## src/rtl/core/utf8_validate_count_top_defines.svh

```systemverilog
// Assertion macros for the UTF-8 validator block.
// Both use the local clk and rst_n of the asserting module.
`ifndef UTF8_VALIDATE_COUNT_TOP_DEFINES_SVH
`define UTF8_VALIDATE_COUNT_TOP_DEFINES_SVH

`ifndef NO_ASSERTIONS

`define UVC_ASSERT_NOW(label, a, c) \
    label: assert property (@(posedge clk) disable iff (!rst_n) (a) |-> (c)) \
        else $error("utf8 validator check failed");

`define UVC_ASSERT_NEXT(label, a, c) \
    label: assert property (@(posedge clk) disable iff (!rst_n) (a) |=> (c)) \
        else $error("utf8 validator check failed");

`else

`define UVC_ASSERT_NOW(label, a, c)

`define UVC_ASSERT_NEXT(label, a, c)

`endif

`endif

```

## src/rtl/core/utf8vc_pkg.sv

```systemverilog
package utf8vc_pkg;

    localparam int COUNT_BITS = 16;
    localparam int PART_BITS  = 21;
    localparam int OUT_BITS   = 16;

    localparam logic [COUNT_BITS-1:0] COUNT_MAX = {COUNT_BITS{1'b1}};
    localparam logic [31:0]           OUT_MAX   = 32'h0000_ffff;

    localparam logic [7:0] NUL_BYTE  = 8'h00;
    localparam logic [7:0] ASCII_MIN = 8'h01;
    localparam logic [7:0] ASCII_MAX = 8'h7f;
    localparam logic [7:0] LEAD2_MIN = 8'hc2;
    localparam logic [7:0] LEAD2_MAX = 8'hdf;
    localparam logic [7:0] LEAD3_MIN = 8'he0;
    localparam logic [7:0] LEAD3_MAX = 8'hef;
    localparam logic [7:0] LEAD4_MIN = 8'hf0;
    localparam logic [7:0] LEAD4_MAX = 8'hf4;
    localparam logic [1:0] CONT_TAG  = 2'b10;

    localparam logic [2:0] SEQ_LEN2 = 3'd2;
    localparam logic [2:0] SEQ_LEN3 = 3'd3;
    localparam logic [2:0] SEQ_LEN4 = 3'd4;

    localparam logic [PART_BITS-1:0] MIN_CP2    = 21'h00080;
    localparam logic [PART_BITS-1:0] MIN_CP3    = 21'h00800;
    localparam logic [PART_BITS-1:0] MIN_CP4    = 21'h10000;
    localparam logic [PART_BITS-1:0] SURR_LO    = 21'h0d800;
    localparam logic [PART_BITS-1:0] SURR_HI    = 21'h0dfff;
    localparam logic [PART_BITS-1:0] MAX_CP     = 21'h10ffff;

    typedef struct packed {
        logic [1:0]            pending;
        logic [2:0]            seq_len;
        logic [PART_BITS-1:0]  partial;
        logic                  err;
        logic [COUNT_BITS-1:0] count;
    } scan_state_t;

    typedef struct packed {
        logic                is_valid;
        logic [OUT_BITS-1:0] point_count;
    } scan_result_t;

endpackage

```

## src/rtl/core/utf8vc_decode.sv

```systemverilog
module utf8vc_decode
    import utf8vc_pkg::*;
(
    input  scan_state_t  cur,
    input  logic [7:0]   data_byte,
    input  logic         is_final,
    output scan_state_t  nxt,
    output scan_result_t res
);

    logic [PART_BITS-1:0] cp;
    logic [31:0]          cnt_wide;
    logic                 end_err;

    function automatic logic point_ok(input logic [2:0] len, input logic [PART_BITS-1:0] p);
        logic ok;
        begin
            ok = (p != '0);
            if (len == SEQ_LEN2 && p < MIN_CP2) ok = 1'b0;
            if (len == SEQ_LEN3 && p < MIN_CP3) ok = 1'b0;
            if (len == SEQ_LEN4 && p < MIN_CP4) ok = 1'b0;
            if (p >= SURR_LO && p <= SURR_HI) ok = 1'b0;
            if (p > MAX_CP) ok = 1'b0;
            return ok;
        end
    endfunction

    assign cp = {cur.partial[PART_BITS-7:0], data_byte[5:0]};

    always_comb
    begin
        nxt      = cur;
        res      = '0;
        cnt_wide = '0;
        end_err  = 1'b0;
        if (!cur.err)
        begin
            if (cur.pending == 2'd0)
            begin
                unique case (data_byte) inside
                    NUL_BYTE:
                    begin
                        nxt.err = 1'b1;
                    end
                    [ASCII_MIN:ASCII_MAX]:
                    begin
                        if (cur.count != COUNT_MAX) nxt.count = cur.count + 1'b1;
                    end
                    [LEAD2_MIN:LEAD2_MAX]:
                    begin
                        nxt.seq_len = SEQ_LEN2;
                        nxt.pending = 2'd1;
                        nxt.partial = PART_BITS'(data_byte[4:0]);
                    end
                    [LEAD3_MIN:LEAD3_MAX]:
                    begin
                        nxt.seq_len = SEQ_LEN3;
                        nxt.pending = 2'd2;
                        nxt.partial = PART_BITS'(data_byte[3:0]);
                    end
                    [LEAD4_MIN:LEAD4_MAX]:
                    begin
                        nxt.seq_len = SEQ_LEN4;
                        nxt.pending = 2'd3;
                        nxt.partial = PART_BITS'(data_byte[2:0]);
                    end
                    default:
                    begin
                        nxt.err = 1'b1;
                    end
                endcase
            end
            else if (data_byte[7:6] != CONT_TAG)
            begin
                nxt.err = 1'b1;
            end
            else
            begin
                nxt.partial = cp;
                nxt.pending = cur.pending - 2'd1;
                if (cur.pending == 2'd1)
                begin
                    if (point_ok(cur.seq_len, cp))
                    begin
                        if (cur.count != COUNT_MAX) nxt.count = cur.count + 1'b1;
                    end
                    else
                    begin
                        nxt.err = 1'b1;
                    end
                    nxt.seq_len = '0;
                    nxt.partial = '0;
                end
            end
        end
        if (is_final)
        begin
            end_err  = nxt.err || (nxt.pending != 2'd0);
            cnt_wide = 32'(nxt.count);
            res.is_valid = !end_err;
            if (!end_err)
                res.point_count = (cnt_wide > OUT_MAX) ? OUT_MAX[OUT_BITS-1:0]
                                                       : cnt_wide[OUT_BITS-1:0];
            nxt = '0;
        end
    end

endmodule

```

## src/rtl/core/utf8_validate_count_top.sv

```systemverilog
// Streaming strict UTF-8 validator and code point counter. Bytes of a string
// arrive one item per cycle on s_axis, tlast marking the final byte; one
// result item leaves on m_axis for each string, carrying the saturating point
// count in tdata and the well-formed flag in tuser (count is zero when the flag
// is low). Sustained rate is one byte per cycle via the single combinational
// decode stage between the input register and the state/result registers; a
// result shows once its final byte moves from input to result register. A
// stalled result holds off only the next final byte, other bytes keep flowing.
`include "utf8_validate_count_top_defines.svh"

module utf8_validate_count_top
    import utf8vc_pkg::*;
(
    input  logic                clk,
    input  logic                rst_n,
    input  logic                s_axis_tvalid,
    output logic                s_axis_tready,
    input  logic [7:0]          s_axis_tdata,   // [7:0] data_byte
    input  logic                s_axis_tlast,   // is_final
    output logic                m_axis_tvalid,
    input  logic                m_axis_tready,
    output logic [OUT_BITS-1:0] m_axis_tdata,   // [15:0] point_count
    output logic                m_axis_tuser    // [0] is_valid
);

    logic         in_valid_reg, in_valid_next;
    logic [7:0]   in_byte_reg;
    logic         in_last_reg;
    scan_state_t  state_reg, state_next;
    scan_result_t res_reg, res_comb;
    logic         out_valid_reg, out_valid_next;
    logic         s_fire;
    logic         stage_fire;

    assign stage_fire    = in_valid_reg && (!in_last_reg || !out_valid_reg || m_axis_tready);
    assign s_axis_tready = !in_valid_reg || stage_fire;
    assign s_fire        = s_axis_tvalid && s_axis_tready;

    utf8vc_decode u_decode (
        .cur       (state_reg),
        .data_byte (in_byte_reg),
        .is_final  (in_last_reg),
        .nxt       (state_next),
        .res       (res_comb)
    );

    always_comb
    begin
        in_valid_next = in_valid_reg;
        if (s_fire)
            in_valid_next = 1'b1;
        else if (stage_fire)
            in_valid_next = 1'b0;

        out_valid_next = out_valid_reg;
        if (stage_fire && in_last_reg)
            out_valid_next = 1'b1;
        else if (m_axis_tready)
            out_valid_next = 1'b0;
    end

    always_ff @(posedge clk or negedge rst_n)
    begin
        if (!rst_n)
        begin
            in_valid_reg  <= 1'b0;
            out_valid_reg <= 1'b0;
            state_reg     <= '0;
        end
        else
        begin
            in_valid_reg  <= in_valid_next;
            out_valid_reg <= out_valid_next;
            if (stage_fire)
                state_reg <= state_next;
        end
    end

    always_ff @(posedge clk)
    begin
        if (s_fire)
        begin
            in_byte_reg <= s_axis_tdata;
            in_last_reg <= s_axis_tlast;
        end
        if (stage_fire && in_last_reg)
            res_reg <= res_comb;
    end

    assign m_axis_tvalid = out_valid_reg;
    assign m_axis_tdata  = res_reg.point_count;
    assign m_axis_tuser  = res_reg.is_valid;

    `UVC_ASSERT_NEXT(a_final_gives_result, stage_fire && in_last_reg, m_axis_tvalid)
    `UVC_ASSERT_NEXT(a_final_clears_state, stage_fire && in_last_reg,
                     state_reg.count == '0 && !state_reg.err && state_reg.pending == 2'd0)
    `UVC_ASSERT_NOW(a_pending_below_len, state_reg.pending != 2'd0,
                    3'(state_reg.pending) < state_reg.seq_len)

endmodule

```

## config.mk

```make
export PLATFORM = sky130hd
export DESIGN_NAME = utf8_validate_count_top
export DESIGN_NICKNAME = d
export VERILOG_FILES = /design/src/rtl/core/utf8vc_pkg.sv /design/src/rtl/core/utf8vc_decode.sv /design/src/rtl/core/utf8_validate_count_top.sv
export VERILOG_INCLUDE_DIRS = /design/src /design/src/rtl/core
export SDC_FILE = /design/constraint.sdc
export NUM_CORES = 1
export LEC_CHECK = 0
export BUFFER_PORTS_ARGS = -buffer_cell sky130_fd_sc_hd__buf_4
export CAP_MARGIN = 40
export CORE_ASPECT_RATIO = 1.25
export CORE_UTILIZATION = 55
export CTS_CLUSTER_DIAMETER = 60
export DETAILED_ROUTE_END_ITERATION = 16
export HOLD_SLACK_MARGIN = 0.03
export PLACE_DENSITY = 0.74
export SKIP_LAST_GASP = 1
export SYNTH_ARGS = -nofsm -noshare
export SYNTH_HDL_FRONTEND = slang
export SYNTH_HIERARCHICAL = 1
export SYNTH_SLANG_ARGS = --single-unit
```

## constraint.sdc

```tcl
create_clock -name clk -period 3.6 [get_ports clk]
set_input_delay 0.54 -clock clk [delete_from_list [all_inputs] [get_ports clk]]
set_output_delay 0.54 -clock clk [all_outputs]
set_load 0.05 [all_outputs]
```

==> summary.md, run 1 <==
| Metric | Value |
|---|---|
| Status | `finished, violations left` |
| Failing checks | `design-rule violations` |
| Initial antenna violation count | `0` |
| Worst-path cell chain | `inv_1 -> ha_1 -> buf_4 -> nor2b_1 -> a2bb2oi_1 -> o31a_1 -> nor2_1 -> a311oi_1 -> nand2_1 -> o211ai_2` |
| TritonCTS buffer count | `9` |
| Core footprint | `8190 um2` |
| Layout cells sized above 1 | `0.210` |
| Maxcap violations | `0` |
| RR Startpoint | `state_reg[41]$_DFFE_PN0P_` |
| Initial Util | `0.567` |
| PwrDens | `432 nW/um2` |
| H-tree Lvls | `3` |
| Drt wl/cell | `~19 um` |
| Most frequent cells in the layout | `nand2_1, nand2b_1, buf_4, dfrtp_1` |
| Final Cycle Share | `0.840` |
| Antenna cells | `0` |
| # hold bufs at CTS | `0` |
| Die height | `between 100 and 150 um` |
| Leakage power | `roughly 1.9 nW` |
| Peak Freq | `~0.33 GHz` |
| Drt pass-1 iters | `11` |
| Residual DRC | `4` |
| CTS sink cnt | `65` |
| Stages on the worst setup path | `10` |
| Top cell family by delay on the critical path | `compound AO/OA/AOI/OAI gates` |
| CTS Root Cell | `clkbuf_8` |
| Avg Inst Size Synth | `9.31 um2` |
| Slew margin rel. | `0.466` |
| Routability cong. | `0.882` |
| CTS clock-pin slew for the worst setup and hold paths | `0.08 ns` |
| Critical Path Start | `state_reg[41]$_DFFE_PN0P_` |
| Vias | `4,086` |
| Slowest CP cell | `o31a_1` |
| Clk buf depth | `2` |
| Resized cells post-CTS | `0` |
| Clock skew | `0.0122 ns` |
| Layout Nets | `around 520` |
| R2r worst-path depth | `10` |
| Worst path max stage delay | `0.68 ns` |
| Post-layout min period | `3.03 ns` |
| Largest net degree at the start of global routing | `75` |
| First-pass GRT wire length | `18.7 mm` |
| Max reg flops | `37` |
| Crit. End Element | `flop` |
| End of the worst register-to-register path | `state_reg[12]$_DFFE_PN0P_` |
| WL final | `11.3 mm` |
| Clock Latency Late Sink | `0.35 ns` |
| Vias in the first global route | `between 3,000 and 4,000` |
| R2r setup slk | `0.57 ns` |
| RSZ-0062 raised after global routing | `no` |
| Worst VDD drop | `around 0.00040 V` |
| Max FO, Critical Path | `21` |
| Cell Rows | `37` |
| Most common cell after layout, fill and taps aside | `nand2_1` |
| Least-Margin Pin Slew | `0.801 ns` |
| Syn nets | `515` |
| Initial DRC Count | `319` |
| Worst EP arrival | `3.29 ns` |
| Post-Syn Instances | `between 400 and 500` |
| Hold Slack | `0.178 ns` |
| Placed wire-length estimate | `approximately 7.2 mm` |
| CTS tree | `yes` |
| Final setup vio count | `0` |
| Final slew viol count | `0` |
| Global route overflow | `0` |
| Yosys warning total | `6` |
| WS Path Type | `flop to flop` |
| WP data required | `3.87 ns` |
| Die area | `8820 um2` |
| Mapped cell area | `4640 um2` |
| Die width | `84.2 um` |
| Class of the worst hold path | `input port to asynchronous set/reset pin` |
| Area Growth Syn to Fin | `7.76%` |
| DRT antenna net count | `0` |
| Setup crit start kind | `flop` |
| DR vias/cell | `6.73` |
| IO Pins | `32` |
| Final hold violations | `0` |
| Setup TNS | `0 ns` |
| GRT Overall Usage | `0.266` |
| # port buffers | `31` |
| Setup Fix Bufs, Post-CTS | `0` |
| CP Buf/Inv Count | `2` |
metrics by stage:
| step | cells | setup WS [ns] | cell area, um2 | power (mW) | util |
|---|---|---|---|---|---|
| 3_3_place_gp | 590 | 0.667 | 4810 | 1.56 | 0.587 |
| 3_5_place_dp | 590 | 0.619 | 4810 | 1.58 | 0.587 |
| 6_report | 607 | 0.575 | 5000 | 2.16 | 0.611 |
| 2_1_floorplan | 499 | 0.906 | 4640 | 1.43 | - |
| 5_1_grt | 607 | 0.295 | 5000 | 2.27 | 0.611 |
| 4_1_cts | 606 | 0.601 | 4990 | 2.16 | 0.609 |
final cells by class:
class | instances | area, um2
clock buffer | 12 | 156
clock inverter | 4 | 25.0
fill | 691 | 3190
inverter | 5 | 18.8
multi-input combinational | 381 | 2600
sequential | 65 | 1760
tap | 97 | 121
timing repair buffer | 43 | 328
metal layers:
metal,up-vias,track usage,part of all wire
met3,30,0.0379,0.052
met2,159,0.453,0.52
li1,1897,-,-
met4,0,0.147,0.030
met5,-,0,0
met1,2000,0.321,0.40
report_power, final:
part           internal (mW)  leakage, nW  switching (mW)  total, mW
Sequential             0.828        0.785          0.0842      0.913
Clock                  0.292       0.0958           0.292      0.583
Combinational          0.229         1.04           0.436      0.665
worst max-delay path by stage:
stage	endpoint	slack, ns
after floorplan	state_reg[6]$_DFFE_PN0P_	0.91
after global placement	m_axis_tdata[14]$_DFFE_PP_	0.67
after detailed placement	state_reg[12]$_DFFE_PN0P_	0.62
after CTS	state_reg[12]$_DFFE_PN0P_	0.60
after global routing	state_reg[14]$_DFFE_PN0P_	0.29
final	state_reg[12]$_DFFE_PN0P_	0.57
No activity file was read; power rests on OpenSTA's default activity.
==> run 2, diff against run 1 <==
==> constraint.sdc (replaced) <==
create_clock -name clk -period 2.95 [get_ports clk]
set_input_delay 0.4425 -clock clk [delete_from_list [all_inputs] [get_ports clk]]
set_output_delay 0.4425 -clock clk [all_outputs]
set_load 0.05 [all_outputs]
==> run 2 against run 1 <==
Against the previous run:
- the run still ends with design-rule violations left
- flip-flop and latch count stayed put
- core utilization is 1.8 points higher
- critical path depth stayed put
- total power is 27% higher
- via count is 0.64% higher
- fmax is 9.2% higher
- sequential share of layout area is 1.0 points lower
- critical path type unchanged
- largest cell class unchanged
==> summary.md, run 2 (synthesis gave the netlist of run 1 again) <==
| Metric | Value |
|---|---|
| Status | `finished, violations left` |
| Failing checks | `design-rule violations` |
| Filler cells | `711` |
| Clock skew | `around 0.011 ns` |
| Post-layout min period | `2.77 ns` |
| WL final | `around 11 mm` |
| Initial antenna violation count | `0` |
| Largest net degree at the start of global routing | `75` |
| R2r setup slk | `0.18 ns` |
| DR vias/cell | `approximately 6.6` |
| IO Pins | `32` |
| Placed Instance Area | `4960 um2` |
| Cells after DPL | `608` |
| Hold Slack | `0.0700 ns` |
| Core footprint | `8190 um2` |
| Max FO, Critical Path | `18` |
| Die area | `approximately 8800 um2` |
| Vias | `4,112` |
| TritonCTS buffer count | `9` |
| CP most frequent cell | `buf_4` |
| # hold bufs at CTS | `0` |
| Worst-path cell chain | `inv_1 -> ha_1 -> buf_4 -> nor3b_1 -> nand2b_1 -> a2111oi_1 -> buf_4 -> o211ai_2 -> buf_4 -> a211oi_1` |
| Max reg flops | `37` |
| Stages on the worst setup path | `10` |
| Clk buf depth | `2` |
| Peak Freq | `0.361 GHz` |
| Die width | `roughly 84 um` |
| H-tree Lvls | `3` |
| GRT Overall Usage | `0.272` |
| CP Buf/Inv Count | `4` |
| Worst slack, placed | `0.149 ns` |
| Cell Rows | `37` |
| WP data required | `3.12 ns` |
| DRT antenna net count | `0` |
| Setup TNS | `0 ns` |
| Layout Nets | `approximately 540` |
| Fin util | `0.629` |
| Most common cell after layout, fill and taps aside | `buf_4` |
| Residual DRC | `5` |
| Cell Count, Final, Fillers Out | `about 620` |
| Final Power | `2.74 mW` |
| Final Cycle Share | `0.940` |
| First-pass GRT wire length | `between 15 and 20 mm` |
| PwrDens | `roughly 530 nW/um2` |
| CTS tree | `yes` |
| Leakage power | `1.98 nW` |
| Worst EP arrival | `about 3 ns` |
| Clock Latency Late Sink | `~0.36 ns` |
| Die height | `~100 um` |
| CTS clock-pin slew for the worst setup and hold paths | `0.07 ns` |
| Vias in the first global route | `3,936` |
| Initial DRC Count | `278` |
| Slew margin rel. | `0.489` |
| Slowest CP cell | `a2111oi_1` |
| RSZ-0062 raised after global routing | `no` |
| Design area | `5160 um2` |
| CTS Root Cell | `clkbuf_8` |
| Most frequent cells in the layout | `buf_4, nand2_1, nand2b_1, dfrtp_1` |
| Global route overflow | `0` |
| WS Path Type | `flop to flop` |
| Initial Util | `0.567` |
| Least-Margin Pin Slew | `0.766 ns` |
| Maxcap violations | `0` |
| Worst Slack Setup Final | `approximately 0.18 ns` |
| Placed wire-length estimate | `7.27 mm` |
| R2r worst-path depth | `10` |
| RR Startpoint | `state_reg[42]$_DFFE_PN0P_` |
| Final hold violations | `0` |
| CTS sink cnt | `65` |
| Drt wl/cell | `between 15 and 20 um` |
| Crit. End Element | `flop` |
| Worst path max stage delay | `0.42 ns` |
| End of the worst register-to-register path | `m_axis_tdata[14]$_DFFE_PP_` |
| # port buffers | `31` |
| Layout cells sized above 1 | `0.237` |
| Worst VDD drop | `roughly 0.00037 V` |
| Drt pass-1 iters | `10` |
| Final slew viol count | `0` |
| Top cell family by delay on the critical path | `compound AO/OA/AOI/OAI gates` |
| Antenna cells | `0` |
| Routability cong. | `0.894` |
| Setup crit start kind | `flop` |
| Final setup vio count | `0` |
| Class of the worst hold path | `input port to asynchronous set/reset pin` |
| Area Growth Syn to Fin | `11.0%` |
-- run 2: how the worst max path moves through the flow --
stage                              startpoint                          to  slack (ns)
floorplan           state_reg[41]$_DFFE_PN0P_    state_reg[6]$_DFFE_PN0P_        0.26
global placement    state_reg[42]$_DFFE_PN0P_  m_axis_tdata[14]$_DFFE_PP_        0.21
detailed placement  state_reg[42]$_DFFE_PN0P_  m_axis_tdata[10]$_DFFE_PP_        0.15
CTS                 state_reg[42]$_DFFE_PN0P_    state_reg[3]$_DFFE_PN0P_        0.13
global route        state_reg[42]$_DFFE_PN0P_  m_axis_tdata[14]$_DFFE_PP_       0.006
finish              state_reg[42]$_DFFE_PN0P_  m_axis_tdata[14]$_DFFE_PP_        0.18
-- run 2: area by class of cell --
class,instances,area [um2],share of cell area
multi-input cells,381,2610,0.507
flip-flops and latches,65,1760,0.341
repair buffers,60,463,0.0898
clock buffers,13,139,0.0269
well taps,97,121,0.0235
clock inverters,3,42.5,0.00825
inverters,5,18.8,0.00364
-- run 2: metal layers --
layer	global-route usage	wire length (um)
met5	0	0
met4	0.137	219
met1	0.338	4810
met2	0.456	5880
met3	0.0442	533
-- run 2: worst register-to-register path, cell delays in order (launching register included) --
cell       delay [ns]
dfrtp_1          0.40
inv_1            0.08
ha_1             0.22
buf_4            0.21
nor3b_1          0.28
nand2b_1         0.21
a2111oi_1        0.42
buf_4            0.20
o211ai_2         0.08
buf_4            0.22
a211oi_1         0.28
-- run 2: timing repair --
action                                  in CTS  in global routing
endpoints found under the setup margin       0                 15
endpoints found under the hold margin        0                  0
gates resized for setup                      0                  4
buffers inserted                             0                  0
-- run 2: power by group --
part / internal, mW / leakage (nW) / switching [mW]
Sequential: 1.01 / 0.785 / 0.0811
Clock: 0.391 / 0.0876 / 0.354
Combinational: 0.336 / 1.11 / 0.563
Total: 1.74 / 1.98 / 0.998
==> run 3, diff against run 2 <==
--- a/config.mk
+++ b/config.mk
@@ -10,12 +10,10 @@
 export CAP_MARGIN = 40
 export CORE_ASPECT_RATIO = 1.25
 export CORE_UTILIZATION = 55
-export CTS_CLUSTER_DIAMETER = 60
 export DETAILED_ROUTE_END_ITERATION = 16
 export HOLD_SLACK_MARGIN = 0.03
-export PLACE_DENSITY = 0.74
+export PLACE_DENSITY = 0.76
 export SKIP_LAST_GASP = 1
 export SYNTH_ARGS = -nofsm -noshare
 export SYNTH_HDL_FRONTEND = slang
-export SYNTH_HIERARCHICAL = 1
 export SYNTH_SLANG_ARGS = --single-unit
==> run 3 against run 2 <==
Against the previous run:
- the flow now finishes without violations
- via count fell by 22%
- clock skew is 0.0042 ns lower
- final area down 21%
- count of clock-buffer cells in the layout decreased by 3
- synthesized area is 23% lower
- final cell count shrank 18%
- first-iteration DRC count is 31% higher
- synthesized cell count shrank 22%
- global-route usage is 1.2 points higher
- worst hold slack gained 0.0061 ns
- clock power shrank 7.4%
- critical path type unchanged
- largest power group unchanged
- highest routed layer unchanged
==> summary.md, run 3 <==
| Metric | Value |
|---|---|
| Share of the synthesized area in the top cell type | `0.273` |
| Worst-path cell chain | `inv_1 -> ha_1 -> or3b_4 -> nor4_2 -> a21oi_2 -> a211o_1 -> or3_1 -> a21oi_1` |
| Cell Count, Final, Fillers Out | `512` |
| Predominant post-synthesis flop cell | `dfrtp_1` |
| Most frequent cell after synthesis | `nand2_1` |
| EDFF count, synth | `26` |
| Sw power | `about 0.85 mW` |
| CTS sink cnt | `between 60 and 70` |
| Largest net degree at the start of global routing | `40` |
| Vias in the first global route | `3,044` |
| Sequential Power Share | `0.461` |
| Final slew viol count | `0` |
| Core footprint | `6210 um2` |
| Final hold violations | `0` |
| Synth Area in Compound Gates | `0.191` |
| CTS Root Cell | `clkbuf_8` |
| Cells after DPL | `between 400 and 500` |
| Worst EP arrival | `~2.9 ns` |
| Final Cycle Share | `0.906` |
| Post-layout min period | `2.67 ns` |
| Antenna cells | `0` |
| WP data required | `3.15 ns` |
| R2r worst-path depth | `8` |
| Drt wl/cell | `approximately 17 um` |
| Area Growth Syn to Fin | `14.6%` |
| TritonCTS buffer count | `9` |
| WL final | `8.70 mm` |
| CP Buf/Inv Count | `1` |
| Peak Freq | `between 0.3 and 0.4 GHz` |
| CTS clock-pin slew for the worst setup and hold paths | `approximately 0.070 ns` |
| CTS tree | `yes` |
| Synth area leader | `dfrtp_1` |
| Crit. End Element | `flop` |
| Global route overflow | `0` |
| Maxcap violations | `0` |
| Layout Nets | `438` |
| Die area | `6820 um2` |
| Status | `finished clean` |
| Switching Share | `0.352` |
| Initial DRC Count | `363` |
| Worst slack, placed | `0.242 ns` |
| Setup crit start kind | `flop` |
| Synth Area in XOR/XNOR | `0.00736` |
| Avg Inst Size Synth | `~9.2 um2` |
| Initial antenna violation count | `0` |
| WS Path Type | `flop to flop` |
| Syn nets | `between 400 and 500` |
| First-pass GRT wire length | `14.4 mm` |
| Clock skew | `~0.0066 ns` |
| Clock Latency Late Sink | `0.35 ns` |
| Final Power | `2.41 mW` |
| Main combinational cell family by area after synthesis | `simple AND/OR/NAND/NOR gates` |
| Routability cong. | `around 0.92` |
| Least-Margin Pin Slew | `0.599 ns` |
| Drt pass-1 iters | `5` |
| Mapped cell area | `3570 um2` |
| H-tree Lvls | `3` |
| Die height | `92.1 um` |
| Stages on the worst setup path | `8` |
| Max FO, Critical Path | `7` |
| Top cell family by delay on the critical path | `simple AND/OR/NAND/NOR gates` |
| Mux cell area share after synthesis | `0.00561` |
| Area contributors post-synth | `dfrtp_1, edfxtp_1, nand2_1` |
| # port buffers | `31` |
| IO Pins | `32` |
| Most frequent cells in the layout | `nand2_1, buf_4, dfrtp_1, nor2_1, o21ai_0` |
| Final setup vio count | `0` |
| Slowest CP cell | `dfrtp_1` |
| Placed Instance Area | `3890 um2` |
| Cell Rows | `32` |
| Die width | `74.1 um` |
| PwrDens | `589 nW/um2` |
| Leakage power | `1.56 nW` |
| GRT Overall Usage | `0.284` |
| RSZ-0062 raised after global routing | `no` |
| Max reg flops | `37` |
| Post-synth top cells | `nand2_1, dfrtp_1, nor2_1, o21ai_0, edfxtp_1` |
| Post-Syn Instances | `just under 400` |
| Clk buf depth | `2` |
| Post-synthesis simple-gate area fraction | `0.247` |
| Initial Util | `0.575` |
| R2r setup slk | `0.28 ns` |
| Design area | `a little over 4000 um2` |
| DRT antenna net count | `0` |
| Class of the worst hold path | `input port to asynchronous set/reset pin` |
| Seq/Total Area, Yosys | `0.492` |
| Setup TNS | `0 ns` |
| Yosys reg bits | `65` |
| Worst VDD drop | `roughly 0.00042 V` |
| Ys async rst share | `0.600` |
| Adder-cell share of the synthesized area | `0.0105` |
| Comb pwr share | `0.253` |
| Worst Slack Setup Final | `approximately 0.28 ns` |
| DR vias/cell | `6.25` |
| Most common cell after layout, fill and taps aside | `nand2_1` |
| Worst path max stage delay | `0.45 ns` |
| Vias | `3,199` |
| Layout cells sized above 1 | `0.178` |
| Yosys warning total | `0` |
| Clock power share | `0.286` |
| Residual DRC | `0` |
| Slew margin rel. | `0.598` |
| Placed wire-length estimate | `about 6.2 mm` |
| Internal power | `1.56 mW` |
| Netlist cell types | `63` |
## run 3: changes by cell type in the layout (fill, tap and decap cells not counted), sizes merged, moves of 10 or more
cell    delta
o211ai    -37
a22oi     -17
nand4b    -35
nand2     +11
o21ai     +25
buf       -14
nand2b    -42
a21oi     -10
## run 3: worst reg2reg max path, stage by stage, from the launching register on
cell and delay (ns):
dfrtp_1 0.45, inv_1 0.09, ha_1 0.26, or3b_4 0.43, nor4_2 0.34, a21oi_2 0.10
a211o_1 0.38, or3_1 0.34, a21oi_1 0.15
## run 3: power groups by stage
| stage | clock network [mW] | registers, mW | logic (mW) |
|---|---|---|---|
| after floorplan | 0 | 1.14 | 0.408 |
| after global placement | 0 | 1.12 | 0.575 |
| after detailed placement | 0 | 1.13 | 0.588 |
| after CTS | 0.695 | 1.11 | 0.593 |
| after global routing | 0.732 | 1.12 | 0.681 |
| final | 0.689 | 1.11 | 0.611 |
## run 3: routing by layer
metal,global-route usage,up-vias,routed length [um]
met5,0,-,0
met4,0.160,0,355
met3,0.0516,37,402
met2,0.491,125,4550
met1,0.321,1531,3390
li1,-,1506,-
## run 3: logic make-up after synthesis
family          after synthesis
flops                        65
xor+xnor                      3
simple gates                177
mux                           2
compound gates              103
fa+ha+maj                     3
buf+inv                      35
## run 3: path summary, 6_finish.rpt
| check | start | to |
|---|---|---|
| min in group clk | s_axis_tdata[3] | in_byte_reg[3]$_DFFE_PP_ |
| min | rst_n | state_reg[13]$_DFFE_PN0P_ |
| max | state_reg[41]$_DFFE_PN0P_ | m_axis_tdata[5]$_SDFFCE_PP0P_ |
| max in group asynchronous | rst_n | state_reg[42]$_DFFE_PN0P_ |
| min reg2reg | state_reg[30]$_DFFE_PN0P_ | state_reg[30]$_DFFE_PN0P_ |
| max reg2reg | state_reg[41]$_DFFE_PN0P_ | m_axis_tdata[5]$_SDFFCE_PP0P_ |
## run 3: final cells by class
cell class	instances	area [um2]
clock buffer	10	138
clock inverter	6	41.3
fill	523	2110
inverter	12	45.0
multi-input combinational	288	1660
sequential	65	1760
tap	85	106
timing repair buffer	46	345
## run 3: repair_timing
action / in CTS / in global routing
gates resized for setup: 0 / 3
setup buffers: 0 / 2
setup endpoints to repair: 0 / 7
hold buffers: 0 / 0
## run 3: stage by stage
step,util,hold slack [ns]
6_report,0.659,0.0760
5_1_grt,0.659,0.110
4_1_cts,0.655,0.0933
3_5_place_dp,0.627,0.464
3_3_place_gp,0.627,0.461
2_1_floorplan,-,0.147
